File: config.mk
export PLATFORM = sky130hd
export DESIGN_NAME = qalu_recip
export DESIGN_NICKNAME = d
export VERILOG_FILES = /design/src/sv/qalu_recip.sv
export SDC_FILE = /design/constraint.sdc
export NUM_CORES = 2
export LEC_CHECK = 0
export BUFFER_PORTS_ARGS = -buffer_cell sky130_fd_sc_hd__buf_4
export CORE_AREA = 2 2 506 357
export DETAILED_ROUTE_END_ITERATION = 7
export DIE_AREA = 0 0 508 359
export MAX_ROUTING_LAYER = met4
export PLACE_DENSITY = 0.91
export SETUP_SLACK_MARGIN = 0.02
export SLEW_MARGIN = 10
export SYNTH_ARGS = -nofsm -noshare
export SYNTH_HDL_FRONTEND = slang
export SYNTH_MEMORY_MAX_BITS = 65536
export SYNTH_SLANG_ARGS = --single-unit
File: constraint.sdc
create_clock -name i_clk -period 4.6 [get_ports i_clk]
set_input_delay 0.46 -clock i_clk [delete_from_list [all_inputs] [get_ports i_clk]]
set_output_delay 0.46 -clock i_clk [all_outputs]
set_load 0.02 [all_outputs]
File: src/sv/qalu_recip.sv
`timescale 1ns / 1ps
// Pipelined restoring divider: round(2^(2F) / |d|), one quotient bit per stage.
module qalu_recip #(
    parameter int WORD_BITS = 24,
    parameter int FRAC_BITS = 16
) (
    input  logic                        i_clk,
    input  logic                        i_en,
    input  logic [WORD_BITS-1:0]        i_mag,
    output logic [2*FRAC_BITS+1:0]      o_quot
);
    localparam int QB = 2 * FRAC_BITS + 2;
    localparam int RB = WORD_BITS + 2;

    logic [QB-1:0]        r_num [QB+1];
    logic [QB-1:0]        r_q   [QB+1];
    logic [RB-1:0]        r_rem [QB+1];
    logic [WORD_BITS-1:0] r_d   [QB+1];

    // numerator = 2^(2F+1) + |d|, quotient of 2x form gives rounding
    always_ff @(posedge i_clk) begin
        if (i_en) begin
            r_num[0] <= (QB'(1) << (2 * FRAC_BITS + 1)) + QB'(i_mag);
            r_q[0]   <= '0;
            r_rem[0] <= '0;
            r_d[0]   <= i_mag;
        end
    end

    for (genvar s = 0; s < QB; s++) begin : g_st
        logic [RB-1:0] w_t;
        logic          w_ge;
        always_comb begin
            w_t  = {r_rem[s][RB-2:0], r_num[s][QB-1-s]};
            w_ge = w_t >= {2'b00, r_d[s]};
        end
        always_ff @(posedge i_clk) begin
            if (i_en) begin
                r_num[s+1] <= r_num[s];
                r_d[s+1]   <= r_d[s];
                r_rem[s+1] <= w_ge ? w_t - {2'b00, r_d[s]} : w_t;
                r_q[s+1]   <= {r_q[s][QB-2:0], w_ge};
            end
        end
    end

    // num = 2^(2F+1)+d ; quotient/2 = floor((2^(2F)+d/2)/d)
    assign o_quot = r_q[QB] >> 1;
endmodule

==> metrics.yaml <==
dpl_worst_slack_ns: 0.508
p_int_mw: 53.9
ys_async_sr_fraction_pct: 0
finalCriticalPeriod_ns: 4.23
routed_wl_um: 258000
fillCellCount: 11700
fin_crit_sh_pct: 92.0
cts_root_buf: "clkbuf_16"
overflow: 0
power_density_nw_per_um2: 692
holdBufCountCts: 24
worst_slack_ns: 0.367
slowest_delay_ns: 0.50
gp_congestion: 0.965
antenna_left: 0
synth_area_leaders: "edfxtp_1, ha_1, a21oi_1, inv_1, xnor2_1"
clkTransAtPathRegs_ns: 0.07
synth_ff_type: "edfxtp_1"
grt_max_degree: 148
rsz0062_at_grt: "no"
drcViolationCount: 0
numCtsBuffers: 203
peakVddDrop_uv: 479
die_w_um: 508
drtIter0Drc: 9433
drive_gt1_share_pct: 7.52
grt_pass1_vias: 73400
cts_tree: "yes"
post-route-util_pct: 69.6
dpl.hpwl_um: 184000
yosysTopAreaCellShare_pct: 58.0
grtUsageTotal_pct: 28.6
combinationalPowerShare_pct: 42.1
regArea_um2: 65600
final_cells: 12200
synth.most_common_cell: "edfxtp_1"
yosysUniqueCellTypes: 109
clock_power_share_pct: 20.4
nNetsFinal: 10500
grt_pass1_wl_um: 405000
worst-slew-pin-transition_ns: 1.20
hold_ws_ns: 0.138
syn_avg_cell_area_um2: 11.9
synthCells: 9497
power_switching_mw: 31.9
dpl_cell_area_um2: 117000
synth-seq-cells: 2186
synth_edf_count: 2186
first_pass_iters: 6
worstPathRequired_ns: 5.19
cts_resized: 0
holdCritPathClass: "in2reg"
clkSinkCount: 2186
num_antenna_cells: 0
ys_seq_area_share_pct: 58.0
vias_per_cell: 6.22
multi_input_area_um2: 43100
path_common_cell: "inv_1"
antenna_found_initial: 1
power.total_mw: 85.8
pin_count: 60
tns_ns: 0
core_um2: 178000
seq_power_share_pct: 37.5
finalClockSkew_ns: 0.0436
path_class: "reg2reg"
die-area_um2: 182000
cp.arrival_ns: 4.83
critPathLaunchType: "flop"
outcome: "complete, no violations"
synth_top_cell_by_area: "edfxtp_1"
maxCapViolCount: 0
dp.cells: 11800
max_freq_ghz: 0.236
io_buffers: 58
via_count: 76100
rows: 130
post_cts_buffers: 0
clockBufferDepth: 3
cp_slowest_cell: "a2111oi_1"
stdcell_area_um2: 124000
path_max_fanout: 42
avgRoutedWirePerCell_um: 21.1
clk_latency_ns: 0.85
start_util_pct: 63.6
hold_viol: 0
yosys-top-cells-count: "edfxtp_1, inv_1, a21oi_1"
end_kind: "flop"
synth_warnings: 0
slew_violations: 0
htreeDepth: 4
syn_nets: 10300
syn_area_um2: 113000
relSlewSlack_pct: 17.9
p_leak_nw: 49.8
setup_viol: 0
switching_share_pct: 37.1
fp.dieH_um: 359
area_growth_syn_to_layout_pct: 9.45
worstPathCellList: "inv_1 > ha_1 > inv_1 > fa_1 > a21o_1 > a21oi_1 > o21bai_1 > a2111oi_1 > o211ai_1 > nand4_1 > nand3_1 > a31oi_2 > buf_4 > inv_1 > mux2_2"
path summary, 6_finish.rpt:
check | from | endpoint | slack (ns) | depth (start not counted)
setup / recovery | r_num[16][17]$_DFFE_PP_ | r_rem[17][13]$_DFFE_PP_ | 0.37 | 15
hold / removal | i_en | r_num[9][18]$_DFFE_PP_ | 0.14 | 1
setup reg to reg | r_num[16][17]$_DFFE_PP_ | r_rem[17][13]$_DFFE_PP_ | 0.37 | 15
hold reg to reg | r_q[15][12]$_DFFE_PP_ | r_q[16][13]$_DFFE_PP_ | 0.41 | 0
state kept, by name (all words and copies together) (netlist names):
register / count
r_q: 594
r_num: 744
r_rem: 800
r_d: 48
cell type report:
type	count	area share (%)
clock buffers	231	4.18
inverters	980	2.97
flip-flops and latches	2186	53.0
repair buffers	178	1.37
well taps	2376	2.40
multi-input cells	6139	34.8
clock inverters	144	1.34
cells by family after synthesis:
| family | count (synthesis) | share of synthesized area [%] |
|---|---|---|
| AO/OA/AOI/OAI | 2483 | 13.8 |
| XOR/XNOR | 628 | 4.86 |
| buffers and inverters | 1172 | 4.03 |
| flip-flops | 2186 | 58.0 |
| AND/OR/NAND/NOR | 2041 | 8.48 |
| adder cells (fa/ha/maj) | 800 | 9.05 |
| multiplexers | 186 | 1.83 |
| other | 1 | 0.00331 |
placed cells by master, fill, tap and decap left out, types with 96 or more instances in the layout:
cell	n
ha_1	769
inv_1	977
mux2_2	168
nand2_1	655
clkbuf_16	203
o21ai_0	603
xor2_1	240
nor3_1	117
nor2b_1	114
edfxtp_1	2186
nand3_1	133
nor2_1	533
a21oi_1	777
xnor2_1	388
nand4_1	96
o21bai_1	109
buf_4	131
a21o_1	389
nand2b_1	114
per-layer routing:
layer | global-route usage, % | part of all wire, % | wire length [um] | vias to the layer above
met2 | 43.7 | 46 | 118000 | 3600
met5 | - | 0 | 0 | -
met3 | 5.11 | 8.7 | 22400 | 534
met4 | 6.68 | 2.3 | 5960 | 0
met1 | 40.2 | 43 | 111000 | 36800
li1 | - | - | - | 35200
critical path, delay by kind of cell, from the launching register on:
kind,cells,cell delay (ns)
compound gates,6,1.53
fa+ha+maj,2,0.59
buf+inv,4,0.67
flops,1,0.41
mux,1,0.30
simple gates,2,0.43
power by group through the flow:
stage | Clock [mW] | Sequential [mW] | Combinational (mW)
global route | 18.4 | 32.5 | 39.8
floorplan | 0 | 30.7 | 27.1
finish | 17.5 | 32.2 | 36.1
CTS | 17.7 | 32.1 | 35.4
detailed placement | 0 | 32.4 | 34.9
global placement | 0 | 32.4 | 33.4
No activity file was read; power rests on OpenSTA's default activity.
